===== src/rtl/tepd_pkg.sv =====
// ----------------------------------------------------------------------------
// tepd_pkg
// Widths, result kinds, status codes and the run record for the decoder.
// ----------------------------------------------------------------------------
`default_nettype none

package tepd_pkg;

   localparam int BYTE_W      = 8;
   localparam int KIND_W      = 5;
   localparam int VALUE_W     = 62;
   localparam int INDEX_W     = 16;
   localparam int STATUS_W    = 2;
   localparam int RUN_W       = 3;
   localparam int RSP_DATA_W  = VALUE_W + 2 * INDEX_W + STATUS_W;
   localparam int QUEUE_DEPTH = 4;

   localparam logic [KIND_W-1:0] KIND_EVENT_ID   = 5'd0;
   localparam logic [KIND_W-1:0] KIND_LENGTH     = 5'd1;
   localparam logic [KIND_W-1:0] KIND_RECT_LEFT  = 5'd11;
   localparam logic [KIND_W-1:0] KIND_ORIENT     = 5'd15;
   localparam logic [KIND_W-1:0] KIND_PRESSURE   = 5'd16;
   localparam logic [KIND_W-1:0] KIND_END        = 5'd17;

   localparam logic [STATUS_W-1:0] STATUS_OK    = 2'd0;
   localparam logic [STATUS_W-1:0] STATUS_DONE  = 2'd1;
   localparam logic [STATUS_W-1:0] STATUS_TRUNC = 2'd2;

   // Everything one byte yields: an optional decoded field, a run of
   // zero-valued absent fields with consecutive kinds, an optional end beat.
   typedef struct packed {
      logic                has_field;
      logic [KIND_W-1:0]   kind;
      logic [VALUE_W-1:0]  value;
      logic [INDEX_W-1:0]  frame;
      logic [INDEX_W-1:0]  contact;
      logic [KIND_W-1:0]   zero_kind;
      logic [RUN_W-1:0]    zero_count;
      logic                has_end;
      logic [STATUS_W-1:0] end_status;
   } run_rec_type;

endpackage

`default_nettype wire


===== src/rtl/tepd_front.sv =====
// ----------------------------------------------------------------------------
// tepd_front
// Byte parser: header pass-through, variable-length integer decode, frame and
// contact bookkeeping. Emits one run record per byte that yields results.
// ----------------------------------------------------------------------------
`default_nettype none

module tepd_front (
   input  logic                            clock,
   input  logic                            reset,
   input  logic                            in_valid,
   output logic                            in_ready,
   input  logic [tepd_pkg::BYTE_W-1:0]     in_byte,
   input  logic                            in_last,
   input  logic                            q_space,
   output logic                            rec_push,
   output tepd_pkg::run_rec_type           rec
);

   localparam int PHASE_W = 5;
   localparam int ACC_W   = 61;
   localparam int LEN_W   = 32;
   localparam int HDR_W   = 3;
   localparam int REM_W   = 3;
   localparam int MASK_W  = 3;
   localparam int MAG_W   = 30;
   localparam int ENC_W   = 3;

   localparam logic [PHASE_W-1:0] PH_HDR      = 5'd0;
   localparam logic [PHASE_W-1:0] PH_TIME     = 5'd1;
   localparam logic [PHASE_W-1:0] PH_FRAMES   = 5'd2;
   localparam logic [PHASE_W-1:0] PH_CONTACTS = 5'd3;
   localparam logic [PHASE_W-1:0] PH_OFFSET   = 5'd4;
   localparam logic [PHASE_W-1:0] PH_CID      = 5'd5;
   localparam logic [PHASE_W-1:0] PH_MASK     = 5'd6;
   localparam logic [PHASE_W-1:0] PH_X        = 5'd7;
   localparam logic [PHASE_W-1:0] PH_Y        = 5'd8;
   localparam logic [PHASE_W-1:0] PH_FLAGS    = 5'd9;
   localparam logic [PHASE_W-1:0] PH_RL       = 5'd10;
   localparam logic [PHASE_W-1:0] PH_RT       = 5'd11;
   localparam logic [PHASE_W-1:0] PH_RR       = 5'd12;
   localparam logic [PHASE_W-1:0] PH_RB       = 5'd13;
   localparam logic [PHASE_W-1:0] PH_ORIENT   = 5'd14;
   localparam logic [PHASE_W-1:0] PH_PRES     = 5'd15;
   localparam logic [PHASE_W-1:0] PH_DONE     = 5'd16;

   localparam logic [ENC_W-1:0] ENC_RAW = 3'd0;
   localparam logic [ENC_W-1:0] ENC_U2  = 3'd1;
   localparam logic [ENC_W-1:0] ENC_S2  = 3'd2;
   localparam logic [ENC_W-1:0] ENC_U4  = 3'd3;
   localparam logic [ENC_W-1:0] ENC_S4  = 3'd4;
   localparam logic [ENC_W-1:0] ENC_U8  = 3'd5;

   localparam logic [HDR_W-1:0] HDR_ID_LO = 3'd0;
   localparam logic [HDR_W-1:0] HDR_ID_HI = 3'd1;
   localparam logic [HDR_W-1:0] HDR_LEN_0 = 3'd2;
   localparam logic [HDR_W-1:0] HDR_LEN_1 = 3'd3;
   localparam logic [HDR_W-1:0] HDR_LEN_2 = 3'd4;
   localparam logic [HDR_W-1:0] HDR_LEN_3 = 3'd5;

   logic [PHASE_W-1:0]           phase_ff, phase_in;
   logic [HDR_W-1:0]             hdr_count_ff, hdr_count_in;
   logic [LEN_W-1:0]             length_ff, length_in;
   logic [LEN_W-1:0]             seen_ff, seen_in;
   logic [ACC_W-1:0]             acc_ff, acc_in;
   logic [REM_W-1:0]             remain_ff, remain_in;
   logic                         neg_ff, neg_in;
   logic [tepd_pkg::INDEX_W-1:0] frames_left_ff, frames_left_in;
   logic [tepd_pkg::INDEX_W-1:0] frame_idx_ff, frame_idx_in;
   logic [tepd_pkg::INDEX_W-1:0] contacts_left_ff, contacts_left_in;
   logic [tepd_pkg::INDEX_W-1:0] contact_idx_ff, contact_idx_in;
   logic [MASK_W-1:0]            mask_ff, mask_in;

   logic                         accept;
   logic [ENC_W-1:0]             enc;
   logic [REM_W-1:0]             first_cnt;
   logic [tepd_pkg::BYTE_W-1:0]  first_val;
   logic                         first_neg;
   logic [ACC_W-1:0]             raw_next;
   logic [REM_W-1:0]             rem_next;
   logic                         neg_use;
   logic                         val_done;
   logic [MAG_W-1:0]             neg_mag;
   logic [tepd_pkg::VALUE_W-1:0] field_val;
   logic                         rect_done, orient_done, cdone, nframe, fin_ok;

   assign in_ready = q_space;
   assign accept   = in_valid & q_space;
   assign rec_push = accept & (rec.has_field | rec.has_end);

   // Encoding of the field expected in each body phase.
   always_comb begin
      case (phase_ff)
         PH_TIME, PH_FLAGS, PH_ORIENT, PH_PRES: enc = ENC_U4;
         PH_FRAMES, PH_CONTACTS, PH_MASK:       enc = ENC_U2;
         PH_OFFSET:                             enc = ENC_U8;
         PH_X, PH_Y:                            enc = ENC_S4;
         PH_RL, PH_RT, PH_RR, PH_RB:            enc = ENC_S2;
         default:                               enc = ENC_RAW;
      endcase
   end

   // Split a first byte into follow-on count, value bits and sign.
   always_comb begin
      first_cnt = '0;
      first_val = in_byte;
      first_neg = 1'b0;
      case (enc)
         ENC_U2: begin
            first_cnt = REM_W'(in_byte[7]);
            first_val = {1'b0, in_byte[6:0]};
         end
         ENC_S2: begin
            first_cnt = REM_W'(in_byte[7]);
            first_val = {2'b0, in_byte[5:0]};
            first_neg = in_byte[6];
         end
         ENC_U4: begin
            first_cnt = REM_W'(in_byte[7:6]);
            first_val = {2'b0, in_byte[5:0]};
         end
         ENC_S4: begin
            first_cnt = REM_W'(in_byte[7:6]);
            first_val = {3'b0, in_byte[4:0]};
            first_neg = in_byte[5];
         end
         ENC_U8: begin
            first_cnt = in_byte[7:5];
            first_val = {3'b0, in_byte[4:0]};
         end
         default: begin
            first_cnt = '0;
            first_val = in_byte;
         end
      endcase
   end

   always_comb begin
      if (remain_ff != '0) begin
         raw_next = {acc_ff[ACC_W-tepd_pkg::BYTE_W-1:0], in_byte};
         rem_next = remain_ff - REM_W'(1);
         neg_use  = neg_ff;
         val_done = (remain_ff == REM_W'(1));
      end else begin
         raw_next = ACC_W'(first_val);
         rem_next = first_cnt;
         neg_use  = first_neg;
         val_done = (first_cnt == '0);
      end
   end

   // Signed magnitudes stay within 29 bits; negate narrow, then sign-extend.
   assign neg_mag   = MAG_W'(0) - raw_next[MAG_W-1:0];
   assign field_val = neg_use ?
                      {{(tepd_pkg::VALUE_W-MAG_W){neg_mag[MAG_W-1]}}, neg_mag} :
                      tepd_pkg::VALUE_W'(raw_next);

   always_comb begin
      phase_in         = phase_ff;
      hdr_count_in     = hdr_count_ff;
      length_in        = length_ff;
      seen_in          = seen_ff;
      acc_in           = acc_ff;
      remain_in        = remain_ff;
      neg_in           = neg_ff;
      frames_left_in   = frames_left_ff;
      frame_idx_in     = frame_idx_ff;
      contacts_left_in = contacts_left_ff;
      contact_idx_in   = contact_idx_ff;
      mask_in          = mask_ff;
      rect_done        = 1'b0;
      orient_done      = 1'b0;
      cdone            = 1'b0;
      nframe           = 1'b0;
      fin_ok           = 1'b0;
      rec              = '0;
      rec.frame        = frame_idx_ff;
      rec.contact      = contact_idx_ff;

      if (accept && phase_ff != PH_DONE) begin
         seen_in = (seen_ff == '1) ? seen_ff : seen_ff + LEN_W'(1);
         if (phase_ff == PH_HDR) begin
            hdr_count_in = hdr_count_ff + HDR_W'(1);
            rec.frame    = '0;
            rec.contact  = '0;
            case (hdr_count_ff)
               HDR_ID_LO: begin
                  acc_in = ACC_W'(in_byte);
               end
               HDR_ID_HI: begin
                  rec.has_field = 1'b1;
                  rec.kind      = tepd_pkg::KIND_EVENT_ID;
                  rec.value     = tepd_pkg::VALUE_W'({in_byte, acc_ff[7:0]});
                  acc_in        = '0;
               end
               HDR_LEN_0: length_in[7:0]   = in_byte;
               HDR_LEN_1: length_in[15:8]  = in_byte;
               HDR_LEN_2: length_in[23:16] = in_byte;
               HDR_LEN_3: begin
                  length_in[31:24] = in_byte;
                  rec.has_field    = 1'b1;
                  rec.kind         = tepd_pkg::KIND_LENGTH;
                  rec.value        = tepd_pkg::VALUE_W'({in_byte, length_ff[23:0]});
                  phase_in         = PH_TIME;
               end
               default: ;
            endcase
         end else if (!val_done) begin
            acc_in    = raw_next;
            remain_in = rem_next;
            neg_in    = neg_use;
         end else begin
            acc_in        = '0;
            remain_in     = '0;
            neg_in        = 1'b0;
            rec.has_field = 1'b1;
            rec.kind      = tepd_pkg::KIND_W'(phase_ff + PHASE_W'(1));
            rec.value     = field_val;
            case (phase_ff)
               PH_TIME: phase_in = PH_FRAMES;
               PH_FRAMES: begin
                  frames_left_in = field_val[tepd_pkg::INDEX_W-1:0];
                  frame_idx_in   = '0;
                  contact_idx_in = '0;
                  if (field_val[tepd_pkg::INDEX_W-1:0] == '0) begin
                     fin_ok = 1'b1;
                  end else begin
                     phase_in = PH_CONTACTS;
                  end
               end
               PH_CONTACTS: begin
                  contacts_left_in = field_val[tepd_pkg::INDEX_W-1:0];
                  contact_idx_in   = '0;
                  phase_in         = PH_OFFSET;
               end
               PH_OFFSET: begin
                  if (contacts_left_ff == '0) begin
                     nframe = 1'b1;
                  end else begin
                     phase_in = PH_CID;
                  end
               end
               PH_CID: phase_in = PH_MASK;
               PH_MASK: begin
                  mask_in  = field_val[MASK_W-1:0];
                  phase_in = PH_X;
               end
               PH_X: phase_in = PH_Y;
               PH_Y: phase_in = PH_FLAGS;
               PH_FLAGS: begin
                  if (mask_ff[0]) begin
                     phase_in = PH_RL;
                  end else begin
                     rec.zero_kind  = tepd_pkg::KIND_RECT_LEFT;
                     rec.zero_count = tepd_pkg::RUN_W'(4);
                     rect_done      = 1'b1;
                  end
               end
               PH_RL, PH_RT, PH_RR: phase_in = phase_ff + PHASE_W'(1);
               PH_RB: rect_done = 1'b1;
               PH_ORIENT: orient_done = 1'b1;
               PH_PRES: cdone = 1'b1;
               default: ;
            endcase

            // Fill absent optional fields with zero, then close the contact.
            if (rect_done) begin
               if (mask_ff[1]) begin
                  phase_in = PH_ORIENT;
               end else begin
                  if (rec.zero_count == '0) rec.zero_kind = tepd_pkg::KIND_ORIENT;
                  rec.zero_count = rec.zero_count + tepd_pkg::RUN_W'(1);
                  orient_done    = 1'b1;
               end
            end
            if (orient_done) begin
               if (mask_ff[2]) begin
                  phase_in = PH_PRES;
               end else begin
                  if (rec.zero_count == '0) rec.zero_kind = tepd_pkg::KIND_PRESSURE;
                  rec.zero_count = rec.zero_count + tepd_pkg::RUN_W'(1);
                  cdone          = 1'b1;
               end
            end
            if (cdone) begin
               contacts_left_in = contacts_left_ff - tepd_pkg::INDEX_W'(1);
               contact_idx_in   = contact_idx_ff + tepd_pkg::INDEX_W'(1);
               if (contacts_left_in == '0) begin
                  nframe = 1'b1;
               end else begin
                  phase_in = PH_CID;
               end
            end
            if (nframe) begin
               frames_left_in = frames_left_ff - tepd_pkg::INDEX_W'(1);
               frame_idx_in   = frame_idx_ff + tepd_pkg::INDEX_W'(1);
               contact_idx_in = '0;
               if (frames_left_in == '0) begin
                  fin_ok = 1'b1;
               end else begin
                  phase_in = PH_CONTACTS;
               end
            end
         end

         if (fin_ok) begin
            rec.has_end    = 1'b1;
            rec.end_status = tepd_pkg::STATUS_DONE;
            phase_in       = PH_DONE;
         end
         if (phase_in != PH_DONE && phase_in != PH_HDR &&
             (seen_in >= length_in || in_last)) begin
            rec.has_end    = 1'b1;
            rec.end_status = tepd_pkg::STATUS_TRUNC;
            phase_in       = PH_DONE;
         end
         if (phase_in != PH_DONE && in_last) begin
            rec.has_end    = 1'b1;
            rec.end_status = tepd_pkg::STATUS_TRUNC;
            phase_in       = PH_DONE;
         end
      end

      // The transport's last byte starts a fresh message.
      if (accept && in_last) begin
         phase_in         = PH_HDR;
         hdr_count_in     = '0;
         length_in        = '0;
         seen_in          = '0;
         acc_in           = '0;
         remain_in        = '0;
         neg_in           = 1'b0;
         frames_left_in   = '0;
         frame_idx_in     = '0;
         contacts_left_in = '0;
         contact_idx_in   = '0;
         mask_in          = '0;
      end
   end

   always_ff @(posedge clock) begin
      if (reset) begin
         phase_ff         <= PH_HDR;
         hdr_count_ff     <= '0;
         length_ff        <= '0;
         seen_ff          <= '0;
         acc_ff           <= '0;
         remain_ff        <= '0;
         neg_ff           <= 1'b0;
         frames_left_ff   <= '0;
         frame_idx_ff     <= '0;
         contacts_left_ff <= '0;
         contact_idx_ff   <= '0;
         mask_ff          <= '0;
      end else begin
         phase_ff         <= phase_in;
         hdr_count_ff     <= hdr_count_in;
         length_ff        <= length_in;
         seen_ff          <= seen_in;
         acc_ff           <= acc_in;
         remain_ff        <= remain_in;
         neg_ff           <= neg_in;
         frames_left_ff   <= frames_left_in;
         frame_idx_ff     <= frame_idx_in;
         contacts_left_ff <= contacts_left_in;
         contact_idx_ff   <= contact_idx_in;
         mask_ff          <= mask_in;
      end
   end

endmodule

`default_nettype wire


===== src/rtl/tepd_queue.sv =====
// ----------------------------------------------------------------------------
// tepd_queue
// Short FIFO of run records between the parser and the beat expander.
// ----------------------------------------------------------------------------
`default_nettype none

module tepd_queue #(
   parameter int DEPTH = tepd_pkg::QUEUE_DEPTH
) (
   input  logic                  clock,
   input  logic                  reset,
   input  logic                  push,
   input  tepd_pkg::run_rec_type push_data,
   output logic                  space,
   input  logic                  pop,
   output tepd_pkg::run_rec_type pop_data,
   output logic                  avail
);

   localparam int PTR_W = (DEPTH > 1) ? $clog2(DEPTH) : 1;
   localparam int CNT_W = $clog2(DEPTH + 1);
   localparam logic [PTR_W-1:0] LAST_SLOT = PTR_W'(DEPTH - 1);
   localparam logic [CNT_W-1:0] FULL_CNT  = CNT_W'(DEPTH);

   tepd_pkg::run_rec_type slot_ff [DEPTH];
   logic [PTR_W-1:0] wr_ptr_ff, wr_ptr_in;
   logic [PTR_W-1:0] rd_ptr_ff, rd_ptr_in;
   logic [CNT_W-1:0] count_ff, count_in;

   assign space    = (count_ff != FULL_CNT);
   assign avail    = (count_ff != '0);
   assign pop_data = slot_ff[rd_ptr_ff];

   always_comb begin
      wr_ptr_in = wr_ptr_ff;
      rd_ptr_in = rd_ptr_ff;
      if (push) wr_ptr_in = (wr_ptr_ff == LAST_SLOT) ? '0 : wr_ptr_ff + PTR_W'(1);
      if (pop)  rd_ptr_in = (rd_ptr_ff == LAST_SLOT) ? '0 : rd_ptr_ff + PTR_W'(1);
      count_in = count_ff + CNT_W'(push) - CNT_W'(pop);
   end

   always_ff @(posedge clock) begin
      if (push) begin
         slot_ff[wr_ptr_ff] <= push_data;
      end
   end

   always_ff @(posedge clock) begin
      if (reset) begin
         wr_ptr_ff <= '0;
         rd_ptr_ff <= '0;
         count_ff  <= '0;
      end else begin
         wr_ptr_ff <= wr_ptr_in;
         rd_ptr_ff <= rd_ptr_in;
         count_ff  <= count_in;
      end
   end

endmodule

`default_nettype wire


===== src/rtl/tepd_back.sv =====
// ----------------------------------------------------------------------------
// tepd_back
// Beat expander: walks one run record and presents its results one beat each.
// ----------------------------------------------------------------------------
`default_nettype none

module tepd_back (
   input  logic                              clock,
   input  logic                              reset,
   input  logic                              head_avail,
   input  tepd_pkg::run_rec_type             head,
   output logic                              head_pop,
   output logic                              out_valid,
   input  logic                              out_ready,
   output logic [tepd_pkg::KIND_W-1:0]       out_kind,
   output logic [tepd_pkg::VALUE_W-1:0]      out_value,
   output logic [tepd_pkg::INDEX_W-1:0]      out_frame,
   output logic [tepd_pkg::INDEX_W-1:0]      out_contact,
   output logic [tepd_pkg::STATUS_W-1:0]     out_status,
   output logic                              out_last
);

   localparam int STEP_W  = tepd_pkg::RUN_W;
   localparam int TOTAL_W = STEP_W + 1;

   tepd_pkg::run_rec_type cur_ff, cur_in;
   logic                  cur_valid_ff, cur_valid_in;
   logic [STEP_W-1:0]     step_ff, step_in;
   logic [TOTAL_W-1:0]    total;
   logic [TOTAL_W-1:0]    zidx;
   logic                  fire, load;

   assign total = TOTAL_W'(cur_ff.has_field) + TOTAL_W'(cur_ff.zero_count) +
                  TOTAL_W'(cur_ff.has_end);
   assign zidx  = TOTAL_W'(step_ff) - TOTAL_W'(cur_ff.has_field);

   assign out_valid = cur_valid_ff;
   assign out_last  = (TOTAL_W'(step_ff) + TOTAL_W'(1) == total);
   assign fire      = cur_valid_ff & out_ready;
   assign load      = !cur_valid_ff | (fire & out_last);
   assign head_pop  = load & head_avail;

   always_comb begin
      out_kind    = tepd_pkg::KIND_END;
      out_value   = '0;
      out_frame   = '0;
      out_contact = '0;
      out_status  = cur_ff.end_status;
      if (cur_ff.has_field && step_ff == '0) begin
         out_kind    = cur_ff.kind;
         out_value   = cur_ff.value;
         out_frame   = cur_ff.frame;
         out_contact = cur_ff.contact;
         out_status  = tepd_pkg::STATUS_OK;
      end else if (zidx < TOTAL_W'(cur_ff.zero_count)) begin
         out_kind    = cur_ff.zero_kind + tepd_pkg::KIND_W'(zidx[STEP_W-1:0]);
         out_frame   = cur_ff.frame;
         out_contact = cur_ff.contact;
         out_status  = tepd_pkg::STATUS_OK;
      end
   end

   always_comb begin
      cur_in       = cur_ff;
      cur_valid_in = cur_valid_ff;
      step_in      = step_ff;
      if (load) begin
         cur_in       = head;
         cur_valid_in = head_avail;
         step_in      = '0;
      end else if (fire) begin
         step_in = step_ff + STEP_W'(1);
      end
   end

   always_ff @(posedge clock) begin
      cur_ff <= cur_in;
   end

   always_ff @(posedge clock) begin
      if (reset) begin
         cur_valid_ff <= 1'b0;
         step_ff      <= '0;
      end else begin
         cur_valid_ff <= cur_valid_in;
         step_ff      <= step_in;
      end
   end

endmodule

`default_nettype wire


===== src/rtl/touch_event_pdu_decoder.sv =====
// Path: a byte's results reach rsp through the record queue and the expander's registered record.
// Throughput: one req beat per cycle while the queue has room, and one rsp beat per cycle
//   while rsp_tready is high; a byte that yields several results holds the rsp side for a beat
//   each, and the record queue (QUEUE_DEPTH runs) lets req keep flowing meanwhile.
// Reset: synchronous; the parser expects a header, the queue and rsp stage empty.
// ----------------------------------------------------------------------------
// touch_event_pdu_decoder
// Byte-serial decoder for touch-event messages: header pass-through,
// variable-length field decode, absent-field fill and end/truncation report.
// ----------------------------------------------------------------------------
`default_nettype none

module touch_event_pdu_decoder #(
   parameter int QUEUE_DEPTH = tepd_pkg::QUEUE_DEPTH
) (
   input  logic                               clock,
   input  logic                               reset,
   // request side: message bytes
   input  logic                               req_tvalid,
   output logic                               req_tready,
   input  logic [tepd_pkg::BYTE_W-1:0]        req_tdata,   // [7:0] byte_value
   input  logic                               req_tlast,   // end_of_message
   // response side: decoded fields
   output logic                               rsp_tvalid,
   input  logic                               rsp_tready,
   // [61:0] field_value, [77:62] frame_number, [93:78] contact_number, [95:94] status
   output logic [tepd_pkg::RSP_DATA_W-1:0]    rsp_tdata,
   output logic [tepd_pkg::KIND_W-1:0]        rsp_tuser,   // [4:0] field_kind
   output logic                               rsp_tlast    // last_of_run
);

   // Front: parse bytes into run records.
   tepd_pkg::run_rec_type          rec;
   logic                           rec_push;
   logic                           q_space;

   // Back: queue head feeding the beat expander.
   tepd_pkg::run_rec_type          head;
   logic                           head_avail;
   logic                           head_pop;

   logic [tepd_pkg::VALUE_W-1:0]   out_value;
   logic [tepd_pkg::INDEX_W-1:0]   out_frame;
   logic [tepd_pkg::INDEX_W-1:0]   out_contact;
   logic [tepd_pkg::STATUS_W-1:0]  out_status;

   // Accept a byte whenever the queue has room; the parser state advances
   // in the same cycle and its results drop into the queue as one record.
   tepd_front u_front (
      .clock    (clock),
      .reset    (reset),
      .in_valid (req_tvalid),
      .in_ready (req_tready),
      .in_byte  (req_tdata),
      .in_last  (req_tlast),
      .q_space  (q_space),
      .rec_push (rec_push),
      .rec      (rec)
   );

   // Hold records while the response side stalls.
   tepd_queue #(
      .DEPTH (QUEUE_DEPTH)
   ) u_queue (
      .clock     (clock),
      .reset     (reset),
      .push      (rec_push),
      .push_data (rec),
      .space     (q_space),
      .pop       (head_pop),
      .pop_data  (head),
      .avail     (head_avail)
   );

   // Expand each record into beats: decoded field, zero fills, end beat.
   tepd_back u_back (
      .clock       (clock),
      .reset       (reset),
      .head_avail  (head_avail),
      .head        (head),
      .head_pop    (head_pop),
      .out_valid   (rsp_tvalid),
      .out_ready   (rsp_tready),
      .out_kind    (rsp_tuser),
      .out_value   (out_value),
      .out_frame   (out_frame),
      .out_contact (out_contact),
      .out_status  (out_status),
      .out_last    (rsp_tlast)
   );

   // Pack the response beat, first field in the lowest bits.
   assign rsp_tdata = {out_status, out_contact, out_frame, out_value};

endmodule

`default_nettype wire


===== config.mk =====
export PLATFORM = sky130hd
export DESIGN_NAME = touch_event_pdu_decoder
export DESIGN_NICKNAME = d
export VERILOG_FILES = /design/src/rtl/tepd_pkg.sv /design/src/rtl/tepd_front.sv /design/src/rtl/tepd_queue.sv /design/src/rtl/tepd_back.sv /design/src/rtl/touch_event_pdu_decoder.sv
export SDC_FILE = /design/constraint.sdc
export NUM_CORES = 1
export LEC_CHECK = 0
export ABC_AREA = 1
export BUFFER_PORTS_ARGS = -buffer_cell sky130_fd_sc_hd__buf_2
export CAP_MARGIN = 15
export CORE_MARGIN = 4
export CORE_UTILIZATION = 30
export CTS_CLUSTER_SIZE = 10
export DETAILED_ROUTE_END_ITERATION = 6
export PLACE_DENSITY = 0.5
export SLEW_MARGIN = 30
export SYNTH_ARGS = -nofsm -noshare
export SYNTH_HDL_FRONTEND = slang
export SYNTH_SLANG_ARGS = --single-unit

===== constraint.sdc =====
create_clock -name clock -period 12.5 [get_ports clock]
set_clock_uncertainty 0.2 [all_clocks]
set_input_delay 0 -clock clock [delete_from_list [all_inputs] [get_ports clock]]
set_output_delay 0 -clock clock [all_outputs]
set_load 0.005 [all_outputs]

==> metrics.md, run 1 <==
| Metric | Value |
|---|---|
| Setup_tns | 0 ns |
| Post-CTS setup buffers | 0 |
| Port Buffers | between 100 and 150 |
| Max-cap violations | 0 |
| Final setup fails | 0 |
| Arrival time worst endpoint | around 6.7 ns |
| Max stage delay cell, worst path | buf_6 |
| Final wirelength | 95900 um |
| CP Depth | 31 |
| Flops & latches, synth | about 760 |
| Detailed placer's ending HPWL | between 60000 and 70000 um |
| Rows | around 120 |
| Gr usage total | 0.155 |
| Nets | ~3800 |
| Post-route cell area | 0.0396 mm^2 |
| WL per Instance | between 15 and 20 um |
| Hold Path Origin | rsp_tready |
| Worst Path Required | 12.57 ns |
| Crit-path leading delay family | simple AND/OR/NAND/NOR gates |
| Kind of critical path | reg2reg |
| Final ANT Viol Nets | 0 |
| Power Density | 206 mW/mm^2 |
| Bufs and invs on worst path | 7 |
| DRC Markers | 0 |
| RSZ-0062 raised after global routing | no |
| Routability congestion estimate | 0.906 |
| First DRT Iteration DRCs | 1954 |
| H-tree depth | 3 |
| CTS tree | done |
| Peak supply drop | approximately 0.13 mV |
| Worst Reg-to-Reg Cells | 31 |
| Vias | 25918 |
| Reg2reg start | u_front.seen_ff[0] |
| Clk buf depth | 3 |
| Post-layout util | 0.346 |
| Critical Path End Type | flop |
| CTS sink cnt | roughly 760 |
| Async set-reset flop share out of synthesis | 0 |
| Reg2reg end | u_queue.slot_ff[3][80] |
| Relative slew slack | 0.303 |
| # IOs | 117 |
| Final critical-path required period | about 6.6 ns |
| Core area | 0.115 mm^2 |
| Layout fillers | 11808 |
| Syn_area_per_cell | 9.44 um^2 |
| Reg2Reg Setup Slack | 5.87 ns |
| Seq/Total Area, Yosys | 0.593 |
| Outcome | finished, final reports clean |
| CP max stage delay | 0.65 ns |
| Drt first pass iters | 5 |
| Number of synthesis warnings | 0 |
| # hold bufs at CTS | 13 |
| Final worst slack | 5.87 ns |
| Synth Instances | 3675 |
| Actual slew at the worst max-slew pin | 1.05 ns |
| Clock latency on the worst-skew pair | 0.66 ns |
| Post-synth EDFFs | 545 |
| Hold Violations, Final | 0 |
| Fin cells | about 5300 |
| Worst-path maximum fanout | 60 |
| Worst Hold End | u_back.step_ff[1] |
| Die area | 0.121 mm^2 |
| CTS buffer count | 88 |
| Leakage | 14.8 nW |
| Initial antenna violation count | 1 |
| Distinct cell type count of the synthesized netlist | 56 |
| Dpl ws | 5.60 ns |
| Reg area | 0.0206 mm^2 |
| Post-Syn Nets | 3765 |
| Vias in the first global route | 24774 |
| DP Area | 0.0368 mm^2 |
| Worst min-delay path category | in2reg |
| Gates resized, CTS repair | 0 |
| Total Power | ~8.2 mW |
| Element type at the critical path start | flop |
| Final hold slack | 0.0815 ns |
| Gr ovfl total | 0 |
| Fin. max-slew vios | 0 |
| Die Y | 348 um |
| FMAX | between 150 and 200 MHz |
| Area Growth Syn to Fin | 14.1% |
| First-pass GRT wire length | 148000 um |
| Placed cells | 5151 |
| Cell Area, Synth | 0.0347 mm^2 |
| Initial Util | 0.303 |
| Die width | 348 um |
| Multi-input logic area | 0.0119 mm^2 |
| Largest net degree at the start of global routing | 126 |
| CTS Root Buffer Type | clkbuf_16 |
| Ant. Diodes | 0 |
| Top FF cell, synth | edfxtp_1 |
| Share of cells above drive strength 1 | 0.0862 |
| Vias/cell | slightly below 5 |
| Tcrit/Tclk final | 0.530 |
| Worst Hold Path Cells | 5 |
| CTS clk-pin slew, worst paths | roughly 0.05 ns |
==> registers in the layout, indices dropped and copies added (netlist names), 16 cells and up, named ones only <==
| register | count |
|---|---|
| u_back.cur_ff | 109 |
| u_front.length_ff | 32 |
| u_front.acc_ff | 53 |
| u_queue.slot_ff | 436 |
| u_front.contacts_left_ff | 16 |
| u_front.contact_idx_ff | 16 |
| u_front.frame_idx_ff | 16 |
| u_front.seen_ff | 32 |
| u_front.frames_left_ff | 16 |
==> cells in the final DEF (no fill, tap or decap), types with 9 or more instances in the layout <==
cell type,count
nor4_1,20
o21ai_0,397
a31oi_1,26
nor2_1,606
dlygate4sd3_1,13
edfxtp_1,545
a211oi_1,24
o211ai_1,13
ha_1,74
nor3_1,47
inv_2,23
nor2_4,11
clkbuf_16,90
buf_2,116
dfxtp_1,208
a21oi_1,229
nand2_2,11
nand3_1,119
xnor2_1,14
o22ai_1,117
buf_4,22
nand2_1,431
o21ai_1,9
nand4_1,29
clkbuf_1,60
o221ai_1,16
inv_1,395
xor2_1,48
==> metal layers <==
layer  vias to the layer above  track usage  wire length (um)  share of wire
met5                         -            0                 0              0
met2                       586        0.267             46000           0.48
met4                         0       0.0477              2310          0.024
li1                      12742            -                 -              -
met3                       140       0.0198              4320          0.045
met1                     12450        0.204             43200           0.45
==> worst max path at each step <==
stage / end / startpoint / slack [ns]
final: u_queue.slot_ff[3][80] / u_front.seen_ff[0] / 5.87
after global routing: u_queue.slot_ff[3][74] / u_front.seen_ff[0] / 5.12
after CTS: u_queue.slot_ff[3][82] / u_front.seen_ff[0] / 5.53
after detailed placement: u_queue.slot_ff[3][69] / u_front.seen_ff[0] / 5.60
after global placement: u_queue.slot_ff[3][69] / u_front.seen_ff[0] / 5.59
after floorplan: u_queue.slot_ff[0][0] / u_front.seen_ff[0] / 3.53
==> power breakdown <==
group / switching [mW] / leakage (nW) / internal, mW
logic: 1.59 / 6.55 / 0.700
clock network: 1.00 / 1.26 / 1.37
registers: 0.213 / 6.95 / 3.29
total: 2.80 / 14.8 / 5.37
==> logic make-up (layout without fill, tap and decap cells) <==
| family | after synthesis | count (layout) | share of synthesized area |
|---|---|---|---|
| fa+ha+maj | 77 | 77 | 0.0284 |
| compound gates | 864 | 864 | 0.138 |
| simple gates | 1313 | 1313 | 0.159 |
| buf+inv | 603 | 744 | 0.0661 |
| xor+xnor | 63 | 63 | 0.0161 |
| flops | 755 | 755 | 0.593 |
==> cell type report <==
class / instances / area share
flip-flops and latches: 755 / 0.520
well taps: 1512 / 0.0478
inverters: 423 / 0.0403
repair buffers: 157 / 0.0245
clock buffers: 154 / 0.0640
clock inverters: 10 / 0.00269
multi-input cells: 2317 / 0.301
==> worst register-to-register path, delay by kind of cell (launching register included) <==
kind / cells / cell delay [ns]
flip-flops: 1 / 0.38
AO/OA/AOI/OAI: 1 / 0.51
XOR/XNOR: 1 / 0.23
buffers and inverters: 7 / 1.71
adder cells (fa/ha/maj): 1 / 0.19
AND/OR/NAND/NOR: 21 / 2.95
==> cells in the mapped netlist, types with 14 or more instances <==
| cell | n | area share |
|---|---|---|
| o21ai_0 | 397 | 0.057 |
| nor4_1 | 20 | 0.0036 |
| inv_1 | 398 | 0.043 |
| nand3_1 | 120 | 0.017 |
| edfxtp_1 | 545 | 0.47 |
| inv_2 | 23 | 0.0025 |
| o22ai_1 | 117 | 0.021 |
| xnor2_1 | 14 | 0.0035 |
| nand4_1 | 29 | 0.0052 |
| dfxtp_1 | 210 | 0.12 |
| xor2_1 | 48 | 0.012 |
| nor2_1 | 614 | 0.066 |
| a21oi_1 | 229 | 0.033 |
| a211oi_1 | 24 | 0.0052 |
| o221ai_1 | 16 | 0.0040 |
| nor3_1 | 47 | 0.0068 |
| clkbuf_1 | 167 | 0.018 |
| nand2_1 | 433 | 0.047 |
| a31oi_1 | 26 | 0.0047 |
| ha_1 | 74 | 0.027 |
Power figures use the tool's default switching activity.
==> run 2, diff against run 1 <==
PLACE_DENSITY = 0.52   (was 0.5)
clock period = 5.9 ns   (was 12.5 ns; I/O delays follow)
==> metrics.md, run 2 (synthesized netlist as in run 1, its figures left out) <==
| Metric | Value |
|---|---|
| Rows | 124 |
| Post-layout util | 0.351 |
| # IOs | 117 |
| Largest register FFs | around 440 |
| CTS Root Buffer Type | clkbuf_16 |
| Kind of critical path | reg2reg |
| Placed cells | between 5000 and 6000 |
| Share of cells above drive strength 1 | 0.0983 |
| Clock latency on the worst-skew pair | ~0.66 ns |
| Vias/cell | 4.86 |
| Nets | 3881 |
| Worst Path Required | between 6 and 7 ns |
| Element type at the critical path start | flop |
| Peak supply drop | 0.337 mV |
| Regs by FF count | u_queue.slot_ff (436), u_back.cur_ff (109), u_front.acc_ff (53) |
| CTS clk-pin slew, worst paths | 0.06 ns |
| RSZ-0062 raised after global routing | no |
| WL per Instance | between 15 and 20 um |
| Actual slew at the worst max-slew pin | 1.08 ns |
| Routability congestion estimate | 0.886 |
| Outcome | finished, final reports clean |
| Ant. Diodes | 0 |
| Final wirelength | between 90000 and 100000 um |
| First DRT Iteration DRCs | about 1900 |
| Power Density | between 400 and 500 mW/mm^2 |
| Final setup fails | 0 |
| Arrival time worst endpoint | roughly 5.5 ns |
| Post-route cell area | 0.0402 mm^2 |
| Commonest non-fill, non-tap cell in the layout | nor2_1 |
| Worst min-delay path category | in2reg |
| Die Y | 348 um |
| Detailed placer's ending HPWL | ~63000 um |
| DRC Markers | 0 |
| Post-CTS setup buffers | 0 |
| First-pass GRT wire length | around 150000 um |
| Max stage delay cell, worst path | dfxtp_1 |
| Clk buf depth | 3 |
| CTS sink cnt | around 760 |
| Initial Util | 0.303 |
| FMAX | 186 MHz |
| Final ANT Viol Nets | 0 |
| Tcrit/Tclk final | 0.912 |
| Gr usage total | 0.155 |
| Hold Violations, Final | 0 |
| Worst-path maximum fanout | 27 |
| Most frequent cells in the layout | 605 x nor2_1, 545 x edfxtp_1, 431 x nand2_1 |
| CTS tree | done |
| Top cell by count, worst path | nand3_1 |
| Vias in the first global route | between 20000 and 30000 |
| Final critical-path required period | 5.38 ns |
| Port Buffers | about 120 |
| CTS buffer count | 88 |
| Total Power | around 18 mW |
| Vias | roughly 26000 |
| Core area | around 0.11 mm^2 |
| Fin cells | 5377 |
| Drt first pass iters | 5 |
| Gr ovfl total | 0 |
| Critical Path End Type | flop |
| CP max stage delay | 0.39 ns |
| Fin. max-slew vios | 0 |
| Relative slew slack | 0.278 |
| Top reg by flops | u_queue.slot_ff |
| H-tree depth | 3 |
| DP Area | 0.0374 mm^2 |
| Die width | 348 um |
| Initial antenna violation count | 1 |
| Area Growth Syn to Fin | 16.0% |
| Leakage | 15.1 nW |
| Max-cap violations | 0 |
| Die area | 0.121 mm^2 |
| Largest net degree at the start of global routing | ~190 |
[run 2: what timing repair did]
action	4_1_cts	5_1_grt
hold endpoints to repair	117	0
endpoints found under the setup margin	0	441
resized for setup	0	7
hold buffers	15	0
[run 2: final timing paths]
kind / slack (ns) / endpoint / depth (start not counted) / from
hold reg to reg: 0.27 / u_front.acc_ff[29] / 2 / u_front.acc_ff[29]
hold / removal: 0.12 / u_queue.wr_ptr_ff[0] / 5 / reset
setup / recovery: 0.52 / u_queue.slot_ff[1][68] / 33 / u_front.seen_ff[0]
setup reg to reg: 0.52 / u_queue.slot_ff[1][68] / 33 / u_front.seen_ff[0]
[run 2: report_power, final]
part	total (mW)	internal [mW]	leakage [nW]	switching (mW)
sequential	7.31	6.96	6.97	0.346
combinational	5.13	1.63	6.86	3.50
clock	5.09	2.95	1.26	2.14
[run 2: worst max-delay path: cells and delay by family (launching register included)]
family	cells	cell delay, ns
and+or+nand+nor	23	3.02
buffers and inverters	7	0.83
DFF	1	0.39
adders and majority gates	1	0.30
AOI/OAI and AO/OA	1	0.18
xor gates and xnor gates	1	0.10
[run 2: layout make-up]
type / instances / area [um^2]
Fill cell: 11614 / 74300
Sequential cell: 755 / 20600
Multi-Input combinational cell: 2317 / 12000
Clock buffer: 154 / 2490
Tap cell: 1512 / 1890
Inverter: 423 / 1600
Timing Repair Buffer: 206 / 1560
Clock inverter: 10 / 153
[run 2: stage by stage]
step                setup WS, ns  setup TNS, ns  hold WS [ns]
finish                     0.521              0         0.116
global placement           0.216              0        0.0325
global route              0.0558              0         0.152
CTS                        0.147              0        0.0902
floorplan                  -1.19        -520.42        -0.131
detailed placement         0.203              0        0.0398
[run 2: metal layers]
metal	global-route usage	share of wire	routed length [um]	vias to the layer above
li1	-	-	-	12839
met1	0.207	0.45	43300	12568
met2	0.264	0.48	45800	603
met3	0.0216	0.046	4380	142
met4	0.0390	0.021	1980	0
met5	0	0	0	-
